## config.mk

```make
export PLATFORM = sky130hd
export DESIGN_NAME = frame_builder_crc8_crc16_core
export DESIGN_NICKNAME = d
export VERILOG_FILES = /design/src/rtl/fbc_pkg.sv /design/src/rtl/fbc_in_reg.sv /design/src/rtl/fbc_engine.sv /design/src/rtl/frame_builder_crc8_crc16_core.sv
export SDC_FILE = /design/constraint.sdc
export NUM_CORES = 1
export LEC_CHECK = 0
export ABC_CLOCK_PERIOD_IN_PS = 6400
export BUFFER_PORTS_ARGS = -buffer_cell sky130_fd_sc_hd__buf_2
export CAP_MARGIN = 20
export CORE_MARGIN = 3
export CORE_UTILIZATION = 45
export DETAILED_ROUTE_END_ITERATION = 10
export GPL_TIMING_DRIVEN = 0
export PLACE_DENSITY = 0.71
export SETUP_SLACK_MARGIN = 0.02
export SLEW_MARGIN = 10
export SYNTH_ARGS = -nofsm -noshare
export SYNTH_HDL_FRONTEND = slang
export SYNTH_SLANG_ARGS = --single-unit
export TNS_END_PERCENT = 5
```

## constraint.sdc

```tcl
create_clock -name clk -period 6.4 [get_ports clk]
set_input_delay 0.96 -clock clk [delete_from_list [all_inputs] [get_ports clk]]
set_output_delay 0.96 -clock clk [all_outputs]
set_load 0.02 [all_outputs]
```

## src/rtl/fbc_pkg.sv

```systemverilog
// Shared types, constants and CRC byte-update functions for the frame builder.
// No dependencies; used by every module of the block.
package fbc_pkg;

	localparam logic [10:0] MAX_PAYLOAD  = 11'd1024;
	localparam logic [7:0]  START_RESET  = 8'hA5;
	localparam logic [7:0]  CRC8_INIT    = 8'hFF;
	localparam logic [7:0]  CRC8_POLY    = 8'h31;
	localparam logic [15:0] CRC16_INIT   = 16'hFFFF;
	localparam logic [15:0] CRC16_POLY   = 16'hA001;
	localparam int          IN_DATA_W    = 48;

	typedef enum logic [3:0] {
		PH_START,
		PH_LEN_LO,
		PH_LEN_HI,
		PH_SEQ,
		PH_CRC8,
		PH_CMD_LO,
		PH_CMD_HI,
		PH_PAYLOAD,
		PH_CRC_LO,
		PH_CRC_HI
	} phase_t;

	typedef struct packed {
		logic [10:0] payload_length;
		logic [7:0]  sequence_number;
		logic [15:0] command_id;
		logic [7:0]  payload_byte;
	} item_t;

	typedef struct packed {
		logic [7:0] frame_byte;
		logic       run_last;
		logic       frame_last;
	} result_t;

	// CRC8, MSB first
	function automatic logic [7:0] crc8_byte(input logic [7:0] crc, input logic [7:0] b);
		logic [7:0] c;
		c = crc ^ b;
		for (int k = 0; k < 8; k++) begin
			if (c[7]) begin
				c = {c[6:0], 1'b0} ^ CRC8_POLY;
			end else begin
				c = {c[6:0], 1'b0};
			end
		end
		return c;
	endfunction

	// reflected CRC16, LSB first
	function automatic logic [15:0] crc16_byte(input logic [15:0] crc, input logic [7:0] b);
		logic [15:0] c;
		c = crc ^ {8'h00, b};
		for (int k = 0; k < 8; k++) begin
			if (c[0]) begin
				c = {1'b0, c[15:1]} ^ CRC16_POLY;
			end else begin
				c = {1'b0, c[15:1]};
			end
		end
		return c;
	endfunction

endpackage

```

## src/rtl/fbc_in_reg.sv

```systemverilog
// Input register stage of the frame builder: holds one item until the engine
// has emitted all of its bytes. Depends on fbc_pkg.
module fbc_in_reg (
	input  logic          clk,
	input  logic          arst_n,
	input  logic          in_valid,
	output logic          in_ready,
	input  fbc_pkg::item_t in_item,
	input  logic          pop,
	output logic          valid_s1,
	output fbc_pkg::item_t item_s1
);

	// take a new item in the same cycle the held one finishes
	assign in_ready = !valid_s1 || pop;

	always_ff @(posedge clk or negedge arst_n) begin
		if (!arst_n) begin
			valid_s1 <= 1'b0;
		end else if (in_ready) begin
			valid_s1 <= in_valid;
		end
	end

	always_ff @(posedge clk) begin
		if (in_valid && in_ready) begin
			item_s1 <= in_item;
		end
	end

endmodule

```

## src/rtl/fbc_engine.sv

```systemverilog
// Byte sequencer of the frame builder: walks header, payload and trailer phases,
// keeps CRC8/CRC16 and the payload count, and drives the result register.
// Depends on fbc_pkg.
module fbc_engine (
	input  logic            clk,
	input  logic            arst_n,
	input  logic            valid_s1,
	input  fbc_pkg::item_t  item_s1,
	input  logic [7:0]      start_byte,
	output logic            pop,
	output logic            out_valid,
	input  logic            out_ready,
	output fbc_pkg::result_t out_res
);

	fbc_pkg::phase_t phase_q;
	fbc_pkg::phase_t cur_phase;
	fbc_pkg::phase_t next_phase;
	logic            fresh_q;
	logic [10:0]     rem_q;
	logic [7:0]      crc8_q;
	logic [15:0]     crc16_q;
	logic            out_valid_q;
	fbc_pkg::result_t res_q;

	logic            adv;
	logic            done;
	logic [10:0]     len_sat;
	logic [10:0]     flen;
	logic [7:0]      byte_d;

	assign len_sat = (item_s1.payload_length > fbc_pkg::MAX_PAYLOAD) ?
		fbc_pkg::MAX_PAYLOAD : item_s1.payload_length;
	assign flen    = len_sat + 11'd2;

	assign adv = valid_s1 && (!out_valid_q || out_ready);
	assign pop = adv && done;

	// first byte of an item: new frame when idle, else a payload byte
	assign cur_phase = fresh_q ?
		((rem_q == 11'd0) ? fbc_pkg::PH_START : fbc_pkg::PH_PAYLOAD) : phase_q;

	// next state
	always_comb begin
		next_phase = cur_phase;
		done       = 1'b0;
		unique case (cur_phase)
			fbc_pkg::PH_START:   next_phase = fbc_pkg::PH_LEN_LO;
			fbc_pkg::PH_LEN_LO:  next_phase = fbc_pkg::PH_LEN_HI;
			fbc_pkg::PH_LEN_HI:  next_phase = fbc_pkg::PH_SEQ;
			fbc_pkg::PH_SEQ:     next_phase = fbc_pkg::PH_CRC8;
			fbc_pkg::PH_CRC8:    next_phase = fbc_pkg::PH_CMD_LO;
			fbc_pkg::PH_CMD_LO:  next_phase = fbc_pkg::PH_CMD_HI;
			fbc_pkg::PH_CMD_HI: begin
				next_phase = (rem_q == 11'd0) ? fbc_pkg::PH_CRC_LO : fbc_pkg::PH_PAYLOAD;
			end
			fbc_pkg::PH_PAYLOAD: begin
				next_phase = fbc_pkg::PH_CRC_LO;
				done       = (rem_q != 11'd1);
			end
			fbc_pkg::PH_CRC_LO:  next_phase = fbc_pkg::PH_CRC_HI;
			fbc_pkg::PH_CRC_HI: begin
				next_phase = fbc_pkg::PH_START;
				done       = 1'b1;
			end
			default:             next_phase = fbc_pkg::PH_START;
		endcase
	end

	// outputs
	always_comb begin
		unique case (cur_phase)
			fbc_pkg::PH_START:   byte_d = start_byte;
			fbc_pkg::PH_LEN_LO:  byte_d = flen[7:0];
			fbc_pkg::PH_LEN_HI:  byte_d = {5'b00000, flen[10:8]};
			fbc_pkg::PH_SEQ:     byte_d = item_s1.sequence_number;
			fbc_pkg::PH_CRC8:    byte_d = crc8_q;
			fbc_pkg::PH_CMD_LO:  byte_d = item_s1.command_id[7:0];
			fbc_pkg::PH_CMD_HI:  byte_d = item_s1.command_id[15:8];
			fbc_pkg::PH_PAYLOAD: byte_d = item_s1.payload_byte;
			fbc_pkg::PH_CRC_LO:  byte_d = crc16_q[7:0];
			fbc_pkg::PH_CRC_HI:  byte_d = crc16_q[15:8];
			default:             byte_d = 8'h00;
		endcase
	end

	always_ff @(posedge clk or negedge arst_n) begin
		if (!arst_n) begin
			phase_q <= fbc_pkg::PH_START;
			fresh_q <= 1'b1;
			rem_q   <= 11'd0;
			crc8_q  <= fbc_pkg::CRC8_INIT;
			crc16_q <= fbc_pkg::CRC16_INIT;
		end else if (adv) begin
			phase_q <= next_phase;
			fresh_q <= done;
			unique case (cur_phase)
				fbc_pkg::PH_START: begin
					rem_q   <= len_sat;
					crc16_q <= fbc_pkg::crc16_byte(fbc_pkg::CRC16_INIT, byte_d);
				end
				fbc_pkg::PH_LEN_LO: begin
					crc8_q  <= fbc_pkg::crc8_byte(fbc_pkg::CRC8_INIT, byte_d);
					crc16_q <= fbc_pkg::crc16_byte(crc16_q, byte_d);
				end
				fbc_pkg::PH_LEN_HI, fbc_pkg::PH_SEQ: begin
					crc8_q  <= fbc_pkg::crc8_byte(crc8_q, byte_d);
					crc16_q <= fbc_pkg::crc16_byte(crc16_q, byte_d);
				end
				fbc_pkg::PH_PAYLOAD: begin
					rem_q   <= rem_q - 11'd1;
					crc16_q <= fbc_pkg::crc16_byte(crc16_q, byte_d);
				end
				fbc_pkg::PH_CRC_LO: begin
					crc16_q <= crc16_q;
				end
				fbc_pkg::PH_CRC_HI: begin
					crc16_q <= fbc_pkg::CRC16_INIT;
				end
				default: begin
					crc16_q <= fbc_pkg::crc16_byte(crc16_q, byte_d);
				end
			endcase
		end
	end

	always_ff @(posedge clk or negedge arst_n) begin
		if (!arst_n) begin
			out_valid_q <= 1'b0;
		end else if (adv) begin
			out_valid_q <= 1'b1;
		end else if (out_ready) begin
			out_valid_q <= 1'b0;
		end
	end

	always_ff @(posedge clk) begin
		if (adv) begin
			res_q.frame_byte <= byte_d;
			res_q.run_last   <= done;
			res_q.frame_last <= (cur_phase == fbc_pkg::PH_CRC_HI);
		end
	end

	assign out_valid = out_valid_q;
	assign out_res   = res_q;

	a_flast_ends_run: assert property (@(posedge clk) disable iff (!arst_n)
		out_valid_q && res_q.frame_last |-> res_q.run_last)
		else $error("frame end not marked as end of item");

	a_pop_needs_item: assert property (@(posedge clk) disable iff (!arst_n)
		pop |-> valid_s1)
		else $error("item released while none held");

	a_crc_restart: assert property (@(posedge clk) disable iff (!arst_n)
		adv && cur_phase == fbc_pkg::PH_CRC_HI |=> crc16_q == fbc_pkg::CRC16_INIT && rem_q == 11'd0)
		else $error("CRC16 or count not cleared after frame end");

	a_rem_bound: assert property (@(posedge clk) disable iff (!arst_n)
		rem_q <= fbc_pkg::MAX_PAYLOAD)
		else $error("payload count above maximum");

endmodule

```

## src/rtl/frame_builder_crc8_crc16_core.sv

```systemverilog
// An item's first byte passes the input register, then the result register, to m_axis.
// Throughput: the sequencer writes one byte per cycle to the result register unless m_axis
// stalls; a frame-start item gives seven header bytes, its payload byte if the length is
// nonzero, the CRC16 trailer if it ends the frame; a payload item one byte, then the trailer if last.
// Reset: arst_n clears to idle, CRC16 0xFFFF, start_byte 0xA5.
module frame_builder_crc8_crc16_core (
	input  logic        clk,
	input  logic        arst_n,
	input  logic        s_axis_tvalid,
	output logic        s_axis_tready,
	// [7:0] payload_byte, [23:8] command_id, [31:24] sequence_number,
	// [42:32] payload_length, [47:43] zero
	input  logic [47:0] s_axis_tdata,
	output logic        m_axis_tvalid,
	input  logic        m_axis_tready,
	// [7:0] frame_byte
	output logic [7:0]  m_axis_tdata,
	// [0] run_last
	output logic        m_axis_tuser,
	output logic        m_axis_tlast,
	input  logic        cfg_valid,
	output logic        cfg_ready,
	input  logic [7:0]  cfg_data
);

	logic [7:0]       start_byte_q;
	fbc_pkg::item_t   in_item;
	fbc_pkg::item_t   item_s1;
	fbc_pkg::result_t res;
	logic             valid_s1;
	logic             pop;

	assign cfg_ready = 1'b1;

	always_ff @(posedge clk or negedge arst_n) begin
		if (!arst_n) begin
			start_byte_q <= fbc_pkg::START_RESET;
		end else if (cfg_valid && cfg_ready) begin
			start_byte_q <= cfg_data;
		end
	end

	assign in_item.payload_byte    = s_axis_tdata[7:0];
	assign in_item.command_id      = s_axis_tdata[23:8];
	assign in_item.sequence_number = s_axis_tdata[31:24];
	assign in_item.payload_length  = s_axis_tdata[42:32];

	fbc_in_reg u_in_reg (
		.clk      (clk),
		.arst_n   (arst_n),
		.in_valid (s_axis_tvalid),
		.in_ready (s_axis_tready),
		.in_item  (in_item),
		.pop      (pop),
		.valid_s1 (valid_s1),
		.item_s1  (item_s1)
	);

	fbc_engine u_engine (
		.clk        (clk),
		.arst_n     (arst_n),
		.valid_s1   (valid_s1),
		.item_s1    (item_s1),
		.start_byte (start_byte_q),
		.pop        (pop),
		.out_valid  (m_axis_tvalid),
		.out_ready  (m_axis_tready),
		.out_res    (res)
	);

	assign m_axis_tdata = res.frame_byte;
	assign m_axis_tuser = res.run_last;
	assign m_axis_tlast = res.frame_last;

endmodule
```

## After elaboration in Yosys (flattened, before gate mapping)

Cells that the tools add are included.

- Add/subtract/negate cells: 2
- Order comparisons: 1
- Equality and inequality tests: 10
- Mux-type cells: 163
- Bitwise logic cells: 58
- Reduce and logical (&&, ||, !) cells: 17

Operators by type and width:

| operator | count |
|---|---|
| 2-to-1 mux 16 bit | 107 |
| 2-to-1 mux 8 bit | 28 |
| inverter 2 -> 3 bit | 37 |
| 2-to-1 mux 6 bit | 16 |
| one-hot mux 16 bit (6 select lines) | 1 |
| one-hot mux 8 bit (10 select lines) | 1 |
| inverter 3 bit | 16 |
| one-hot mux 4 bit (9 select lines) | 1 |
| one-hot mux 11 bit (2 select lines) | 1 |
| == test 4 x 3 -> 1 bit, second input constant | 4 |
| inverter 8 -> 16 bit | 1 |
| one-hot mux 8 bit (2 select lines) | 1 |
| XOR 16 x 8 -> 16 bit | 1 |
| adder 11 x 2 -> 11 bit, second input constant | 1 |
| greater-than comparator 11 bit, second input constant | 1 |
| zero test 11 bit | 1 |
| 2-to-1 mux 11 bit | 1 |
| inequality test 11 x 1 -> 1 bit, second input constant | 1 |
| subtractor 11 x 1 -> 11 bit, second input constant | 1 |
| == test 4 x 2 -> 1 bit, second input constant | 2 |
| == test 4 bit, second input constant | 2 |
| 2-to-1 mux 4 bit | 2 |
| inverter 8 bit | 1 |
| XOR 8 bit | 1 |
| 13 further kinds | 22 |

- Bits in registers: 103
- Input bits: 61
- Output and inout port bits: 13

## Longest topological paths before layout

Gate-level depths: netlist of the first run.

- Depth after elaboration: 37
- Mapped depth: 13
- Gate-level depth less buffers: 12

## By module

A second synthesis of the first run with hierarchy kept.

- Cell total of the unflattened synthesis: 551
- Area total of the unflattened synthesis: 6024.5 um^2

Modules (own cells, without submodules):

| module | times used | cells an instance | area an instance (um^2) | sequential area each (um^2) |
|---|---|---|---|---|
| fbc_engine | 1 | 485 | 4331.7 | 1357.6 |
| fbc_in_reg | 1 | 47 | 1345.0 | 1316.3 |
| frame_builder_crc8_crc16_core | 1 | 19 | 347.8 | 205.2 |

## Least setup slack after synthesis of the first run

OpenSTA, ideal clock, no wires.

- Path kind: input-to-reg
- From: in m_axis_tready
- To: reg u_in_reg.item_s1[0] (netlist name)
- Arrival: 3.236 ns
- Data required time: 5.995 ns
- Slack: 2.760 ns
- Stages: 7
- Cell sequence: nand2b_1 nand2_1 inv_1 clkbuf_1 nand2_1 nand2_1 and2_1

- Cells in the longest elaborated chain, start to end: 5

RTL lines:

| what | RTL line | source |
|---|---|---|
| from (decl) | frame_builder_crc8_crc16_core.sv:15 | `input logic m_axis_tready,` |
| logical OR 1 bit | fbc_engine.sv:36 | `assign adv = valid_s1 && (!out_valid_q \|\| out_ready);` |
| logical AND 1 bit | fbc_engine.sv:36 |  |
| net u_engine.adv | fbc_engine.sv:26 | `logic adv;` |
| logical AND 1 bit | fbc_engine.sv:37 | `assign pop = adv && done;` |
| logical OR 1 bit | fbc_in_reg.sv:15 | `assign in_ready = !valid_s1 \|\| pop;` |
| net s_axis_tready | frame_builder_crc8_crc16_core.sv:10 | `output logic s_axis_tready,` |
| logical AND 1 bit | fbc_in_reg.sv:26 | `if (in_valid && in_ready) begin` |

The timed path passes the listed nets, and every way through them passes these cells.
A chain may end at the register's enable or synchronous reset.

## Worst setup path in the final report of the first run

- From: reg u_engine.rem_q[0]
- To: out s_axis_tready

- Cells in the longest elaborated chain, start to end: 7
- Elaborated cells on any way between the ends: 9
- Those cells by class: 3 x eq/ne; 3 x mux; 3 x reduce/logical

RTL lines:

| what | RTL line | source |
|---|---|---|
| from (decl) | fbc_engine.sv:20 | `logic [10:0] rem_q;` |
| from (signal assigned) | fbc_engine.sv:99 | `rem_q <= len_sat;` |
| from (signal assigned) | fbc_engine.sv:111 | `rem_q <= rem_q - 11'd1;` |
| zero test 11 bit | fbc_engine.sv:41 | `((rem_q == 11'd0) ? fbc_pkg::PH_START : fbc_pkg::PH_PAYLOAD) : phase_q;` |
| 2-to-1 mux 3 bit | fbc_engine.sv:41 |  |
| 2-to-1 mux 4 bit | fbc_engine.sv:40 | `assign cur_phase = fresh_q ?` |
| == test 4 bit / == test 4 x 3 -> 1 bit (equally long branches) | fbc_engine.sv:47 | `unique case (cur_phase)` |
| one-hot mux 1 bit (2 select lines) * | fbc_engine.sv:47 |  |
| net u_engine.done | fbc_engine.sv:27 | `logic done;` |
| logical AND 1 bit * | fbc_engine.sv:37 |  |
| logical OR 1 bit * | fbc_in_reg.sv:15 |  |
| to (decl) | frame_builder_crc8_crc16_core.sv:10 |  |

The timed path passes the listed nets; every way through them passes the cells marked *.

==> results.md, run 1 <==
* Synth Net Count at 615
* Min-Delay Path Class: reg2reg
* Count of cell types in the netlist at 79
* Critical R2R Launch: u_in_reg.item_s1[42]
* CP required at 5.44 ns
* CP peak stage delay at 0.53 ns
* M1 GR Usage at 34.3%
* Power Total at 4.78 mW
* CTS tree: done
* Congestion Overflow GR at 0
* CP Launch Type: register
* Sequential share of power at 25.5%
* VDD IR max at 511 uV
* Clock Skews at 0.0144 ns
* Cell Rows at 41
* Period utilization at 62.3%
* Ys flop type: edfxtp_1
* DIE WIDTH at 121 um
* Core area at 12,700 um^2
* Routed Antenna Nets at 0
* Stages on worst setup path at 10
* Die Area at 14,600 um^2
* First-pass GRT wire length at 25,800 um
* Wirelength per Cell at 20.0 um
* Synth area leaders: edfxtp_1 (27%), dfstp_2 (13%), dfrtp_1 (8.9%), xnor2_1 (7.0%), o21ai_0 (2.8%)
* Mapped Cells at 551
* Kind of end point of the critical path: output port
* Post-route insts no fill at 807
* Hold buffers post-CTS at 0
* Post-CTS Resized at 0
* Synth Register Bits at 103
* Power share of the combinational group at 62.4%
* PD cells at 701 nW/um^2
* Drt first pass iters at 5
* DR iter-0 viols at 525
* Layout net count at 694
* Max cap viols at 0
* Vias in the first global route at 4,543
* Critical Path Source: u_engine.rem_q[0]
* Largest net degree at the start of global routing at 35
* Clock tree buffer depth at 2
* Clk pwr share at 12.0%
* Num CTS Buffers at 9
* M3 GR Usage at 4.54%
* Netlist Area Pre-Place at 5920 um^2
* RR Endpoint: u_engine.crc8_q[0]
* Number of I/O pins at 74
* Tmin final at 3.99 ns
* IO buf count at 66
* CP max stage cell: nor2_1
* RSZ-0062 raised after global routing: no
* Postcts setup bufs at 0
* Utilization of the core after routing at 53.6%
* Synth area leader: edfxtp_1
* Setup TNS at 0 ns
* Critical path buffers and inverters at 2
* Most used cell, CP: nand2_1
* Fmax at 0.251 GHz
* Clk sinks at 103
* Critical path cell sequence: inv_1 > ha_1 > nor3b_2 > a31oi_1 > nor2_1 > a41o_1 > nand2_1 > nand2_1 > nand2_1 > buf_2
* CP max FO at 8
* GRT Overall Usage at 23.3%
* Slew Limit Fails at 0
* Starting Density at 46.5%
* Reg2reg setup slack at 2.43 ns
* H-tree depth at 3
* Latest clock arrival within the worst-skew pair at 0.37 ns
* Routed wire length at 16,100 um
* Post-synth top area share at 26.9%
* Vias per cell at 5.89
* Vias at 4,755
* Final-layout fill cell count at 1,187
* Initial antenna violation count at 0
* Kind of cell with the highest combined delay on the critical path: simple AND/OR/NAND/NOR gates
* Switching pwr at 2.11 mW
* Worst hold slack at 0.491 ns
* CTS clk-pin slew, worst paths at 0.08 ns
* Root Buffer: clkbuf_16
* Remaining DRCs at 0
* Pint at 2.67 mW
* Yosys warning total at 0
* Share of layout cells above drive strength 1 at 25.2%
* Setup violations, final at 0
* Sequential fraction of the synthesis area at 48.6%
* Worst R2R Path Depth at 12
* Share of synthesized registers carrying an async set or reset at 48.5%
* Gr busiest metal: met2
* Die H at 121 um
* Worst-Margin Slew at 1.08 ns
* Worst Setup EP: s_axis_tready
* Syn avg cell area at 10.7 um^2
* GPL Wtd Cong at 0.920
* WS Path Type: reg2out
* Met2 Track Usage GR at 35.0%
* # diodes at 0
* Number of flops mapped to enable cells by yosys at 53
* P_leak at 2.63 nW
* Outcome: finished, final reports clean
* Number of hold violations in the final report at 0
* Placed cells at 791
* Post-DP HPWL at 12,100 um
* Layout area overhead at 15.2%
* Switching Share at 44.1%
* WP data arrival at 3.03 ns
* Slew margin rel. at 28.3%
-- kinds of logic (layout without fill, tap and decap cells) --
kind of cell,count (synthesis),count (layout),share of synthesized area [%]
fa+ha+maj,3,3,0.634
other cells,1,1,0.0634
buf+inv,47,131,3.59
xor+xnor,67,67,11.0
flops,103,103,48.6
compound gates,137,137,16.8
mux,17,17,3.15
simple gates,176,176,16.1
-- worst min path at each step --
stage                           endpoint  slack [ns]                 start  depth (start not counted)
finish              u_engine.crc16_q[12]        0.49  u_engine.crc16_q[12]                          2
global route          u_engine.crc8_q[4]        0.50    u_engine.crc8_q[4]                          2
CTS                 u_engine.crc16_q[12]        0.49  u_engine.crc16_q[12]                          2
detailed placement  u_engine.crc16_q[12]        0.48  u_engine.crc16_q[12]                          2
global placement      u_engine.out_valid        0.47     u_in_reg.valid_s1                          1
floorplan             u_engine.crc8_q[4]        0.46    u_engine.crc8_q[4]                          2
-- flip-flops by register name, indices dropped and copies added, names as in the netlist --
signal	flops
u_engine.fresh_q	1
start_byte_q	8
u_engine.out_res	10
u_engine.crc16_q	16
u_engine.rem_q	11
u_engine.crc8_q	8
u_in_reg.valid_s1	1
u_in_reg.item_s1	43
u_engine.out_valid	1
u_engine.phase_q	4
-- through the flow --
| step | worst slack, ns | instance area, um^2 |
|---|---|---|
| floorplan | 2.76 | 5920 |
| global placement | 1.84 | 6460 |
| detailed placement | 2.48 | 6510 |
| CTS | 2.41 | 6820 |
| global route | 2.17 | 6820 |
| finish | 2.41 | 6820 |
-- metal layers --
| layer | wire [um] | part of all wire, % |
|---|---|---|
| met1 | 7450 | 46 |
| met2 | 7470 | 46 |
| met3 | 1000 | 6.2 |
| met4 | 211 | 1.3 |
| met5 | 0 | 0 |
-- layout by cell type, fill, tap and decap left out, types with 3 or more instances in the layout --
cell type / n
mux2i_1: 7
o31ai_1: 4
inv_1: 17
ha_1: 3
o21ai_0: 33
nor3_1: 16
dfrtp_1: 21
nand2b_1: 12
and2_1: 3
o211ai_1: 7
clkbuf_1: 12
xor2_1: 15
mux2_2: 8
clkbuf_16: 9
and3_1: 12
nand3_1: 10
a2111oi_0: 3
edfxtp_1: 53
a221o_1: 4
dfstp_2: 29
nand4_1: 3
buf_2: 77
a31oi_1: 9
o22a_1: 5
nor2_1: 39
nor2b_1: 6
a211oi_1: 5
or3b_1: 4
a221oi_1: 4
a32oi_1: 3
nor3_2: 3
a21oi_1: 26
nor4_1: 4
xnor2_1: 47
a22oi_1: 6
nand3b_1: 4
buf_4: 4
nand2_1: 43
o21ai_1: 4
-- worst reg2reg max path: stages (launching register included) --
cell and delay [ns]:
edfxtp_1 0.36, buf_2 0.19, nor2b_1 0.31, ha_1 0.28, nand3_1 0.18, o21a_1 0.22
o211ai_1 0.19, nand4_1 0.12, a221oi_1 0.85, xnor3_2 0.45, xnor2_2 0.30, xnor2_1 0.12
a221o_1 0.33
-- cell type report --
cell class	instances	area (um^2)	area share, %
buffer	28	141	2.07
multi-input combinational	401	2830	41.5
inverter	19	71.3	1.05
clock buffer	9	225	3.30
timing repair buffer	68	378	5.54
tap	172	215	3.16
sequential	103	2880	42.2
clock inverter	7	77.6	1.14
-- power by group through the flow --
stage	Combinational [mW]	Clock, mW	Sequential, mW
2_1_floorplan	2.32	0	1.20
3_3_place_gp	2.87	0	1.23
3_5_place_dp	2.93	0	1.23
4_1_cts	2.96	0.582	1.22
5_1_grt	3.28	0.615	1.25
6_report	2.98	0.574	1.22
-- cells in the mapped netlist (all sizes together) (7+ instances only) --
cell type  instances
inv               19
nand3             10
mux2i              7
xor2              15
nand2             44
a2111oi            7
nand2b            12
nor2              40
and3              13
buf               16
a21oi             27
dfstp             29
xnor2             48
a31oi              9
dfrtp             21
mux2              10
o211ai             7
nor3              20
edfxtp            53
o21ai             38
clkbuf            12
Power figures use the tool's default switching activity.
==> inputs of run 2 (changes only) <==
--- a/config.mk
+++ b/config.mk
@@ -5,14 +5,14 @@
 export SDC_FILE = /design/constraint.sdc
 export NUM_CORES = 1
 export LEC_CHECK = 0
-export ABC_CLOCK_PERIOD_IN_PS = 6400
+export ABC_CLOCK_PERIOD_IN_PS = 3500
 export BUFFER_PORTS_ARGS = -buffer_cell sky130_fd_sc_hd__buf_2
 export CAP_MARGIN = 20
 export CORE_MARGIN = 3
 export CORE_UTILIZATION = 45
 export DETAILED_ROUTE_END_ITERATION = 10
 export GPL_TIMING_DRIVEN = 0
-export PLACE_DENSITY = 0.71
+export PLACE_DENSITY = 0.74
 export SETUP_SLACK_MARGIN = 0.02
 export SLEW_MARGIN = 10
 export SYNTH_ARGS = -nofsm -noshare
==> constraint.sdc (replaced) <==
create_clock -name clk -period 3.5 [get_ports clk]
set_input_delay 0.525 -clock clk [delete_from_list [all_inputs] [get_ports clk]]
set_output_delay 0.525 -clock clk [all_outputs]
set_load 0.02 [all_outputs]
==> run 2 against run 1 <==
Critical path depth up 1. Register-to-register slack worse by 2.4 ns. First-iteration DRC count down 14%. Critical path type is now reg2reg. Setup slack worse by 2.4 ns. Die area unchanged. Clock-buffer cell count up 1. Sequential share of layout area down 1.2 points. Routed wire length up 3.7%.
==> results.md, run 2 (synthesized netlist as in run 1, its figures left out) <==
* Most frequent cells in the layout: buf_2 (76), edfxtp_1 (53), xnor2_1 (46), nand2_1 (43), nor2_1 (38) (was buf_2 (77), edfxtp_1 (53), xnor2_1 (47), nand2_1 (43), nor2_1 (39))
* Vias in the first global route at 4,749 (was 4,543)
* Drt first pass iters at 5 (unchanged)
* Wirelength per Cell at 20.4 um (was 20.0 um)
* GPL Wtd Cong at 0.925 (was 0.920)
* H-tree depth at 3 (unchanged)
* Number of hold violations in the final report at 0 (unchanged)
* Die Area at 14,600 um^2 (unchanged)
* Number of I/O pins at 74 (unchanged)
* RSZ-0062 raised after global routing: yes (was no)
* Min-Delay Path Class: in2async (was reg2reg)
* Max FFs per register at 43 (unchanged)
* WS Path Type: reg2reg (was reg2out)
* CTS clk-pin slew, worst paths at 0.08 ns (about the same)
* Clock tree buffer depth at 2 (unchanged)
* Die H at 121 um (unchanged)
* CP Launch Type: register (unchanged)
* Initial antenna violation count at 0 (unchanged)
* Period utilization at 99.0%
* # diodes at 0 (unchanged)
* Starting Density at 46.5% (unchanged)
* Max cap viols at 0 (unchanged)
* Core area at 12,700 um^2 (unchanged)
* CP required at 3.80 ns (was 5.44 ns)
* First-pass GRT wire length at 26,300 um (was 25,800 um)
* Clock Skews at 0.0123 ns (was 0.0144 ns)
* Hold buffers post-CTS at 0 (unchanged)
* Share of layout cells above drive strength 1 at 29.3% (was 25.2%)
* Clk sinks at 103 (unchanged)
* Post-DP HPWL at 12,100 um (about the same)
* WP data arrival at 3.76 ns (was 3.03 ns)
* Latest clock arrival within the worst-skew pair at 0.36 ns (was 0.37 ns)
* Kind of end point of the critical path: register (was output port)
* Placed cells at 791 (unchanged)
* IO buf count at 66 (unchanged)
* CTS tree: done (unchanged)
* Slew margin rel. at 32.2% (was 28.3%)
* Layout net count at 708 (was 694)
* Routed Antenna Nets at 0 (unchanged)
* Num CTS Buffers at 9 (unchanged)
* Largest regs: u_in_reg.item_s1 (43), u_engine.crc16_q (16), u_engine.rem_q (11) (unchanged)
* DR iter-0 viols at 449 (was 525)
* Slew Limit Fails at 0 (unchanged)
* Biggest register: u_in_reg.item_s1 (unchanged)
* Largest net degree at the start of global routing at 35 (unchanged)
* Vias per cell at 5.85 (was 5.89)
* Tmin final at 3.46 ns
* Routed wire length at 16,700 um (was 16,100 um)
* Leading cell type in the layout, fill and taps excluded: buf_2 (unchanged)
* DIE WIDTH at 121 um (unchanged)
* Vias at 4,802 (was 4,755)
* Worst-Margin Slew at 1.02 ns (was 1.08 ns)
* CP max FO at 7 (was 8)
* Utilization of the core after routing at 55.1% (was 53.6%)
* Layout area overhead at 18.5% (was 15.2%)
* Fmax at 0.289 GHz
* Root Buffer: clkbuf_16 (unchanged)
* Post-route insts no fill at 821 (was 807)
* GRT Overall Usage at 23.8% (was 23.3%)
* Outcome: finished, final reports clean (unchanged)
* Congestion Overflow GR at 0 (unchanged)
* Remaining DRCs at 0 (unchanged)
* Setup violations, final at 0 (unchanged)
* Cell Rows at 41 (unchanged)
-- run 2: per-stage QoR --
step | area, um^2 | worst slack (ns) | hold WS (ns) | setup TNS (ns)
finish | 7010 | 0.0361 | 0.229 | 0
global route | 7010 | -0.0730 | 0.276 | -0.120
CTS | 6910 | 0.00192 | 0.247 | 0
detailed placement | 6510 | -0.395 | 0.490 | -1.91
global placement | 6460 | -0.681 | 0.469 | -30.53
floorplan | 5920 | 0.0955 | 0.229 | 0
-- run 2: path summary, 6_finish.rpt --
check / startpoint / end / slack, ns / cells past startpoint
max: u_engine.rem_q[4] / u_engine.crc16_q[14] / 0.04 / 11
min: arst_n / start_byte_q[4] / 0.23 / 1
max reg2reg: u_engine.rem_q[4] / u_engine.crc16_q[14] / 0.04 / 11
min reg2reg: u_in_reg.valid_s1 / u_engine.out_valid / 0.50 / 1
max in group asynchronous: arst_n / u_engine.crc16_q[3] / 2.61 / 2
min in group clk: s_axis_tdata[30] / u_in_reg.item_s1[30] / 0.33 / 1
-- run 2: what timing repair did --
item                                   4_1_cts  5_1_grt
pin swaps                                    3        4
endpoints found under the hold margin        0        0
setup endpoints to repair                    7        8
resized for setup                           11       15
setup buffers                                8        6
-- run 2: metal layers --
layer / wire, um / track usage (%) / share of wire (%)
met5: 0 / 0 / 0
met4: 443 / 8.43 / 2.6
met3: 1150 / 4.16 / 6.9
met2: 7600 / 36.0 / 45
met1: 7550 / 34.5 / 45
-- run 2: worst max-delay path, cell delays in order (launching register included) --
cell and delay (ns):
dfrtp_1 0.48, nor4_4 0.50, and3_4 0.25, buf_6 0.13, mux2_4 0.32, a2111oi_4 0.27
buf_4 0.20, xnor2_4 0.16, xnor3_2 0.31, xnor3_1 0.23, or3_1 0.39, and3_1 0.15
-- run 2: final cells by class --
cell class	count	area [um^2]
well taps	172	215
clock buffers	10	229
plain buffers	28	145
fillers	1150	5710
repair buffers	82	475
multi-input cells	401	2950
clock inverters	6	51.3
flip-flops and latches	103	2880
inverters	19	71.3
Power of run 2 is not shown: default switching activity piles up to over one toggle a cycle in this logic, so the estimate is an artifact.
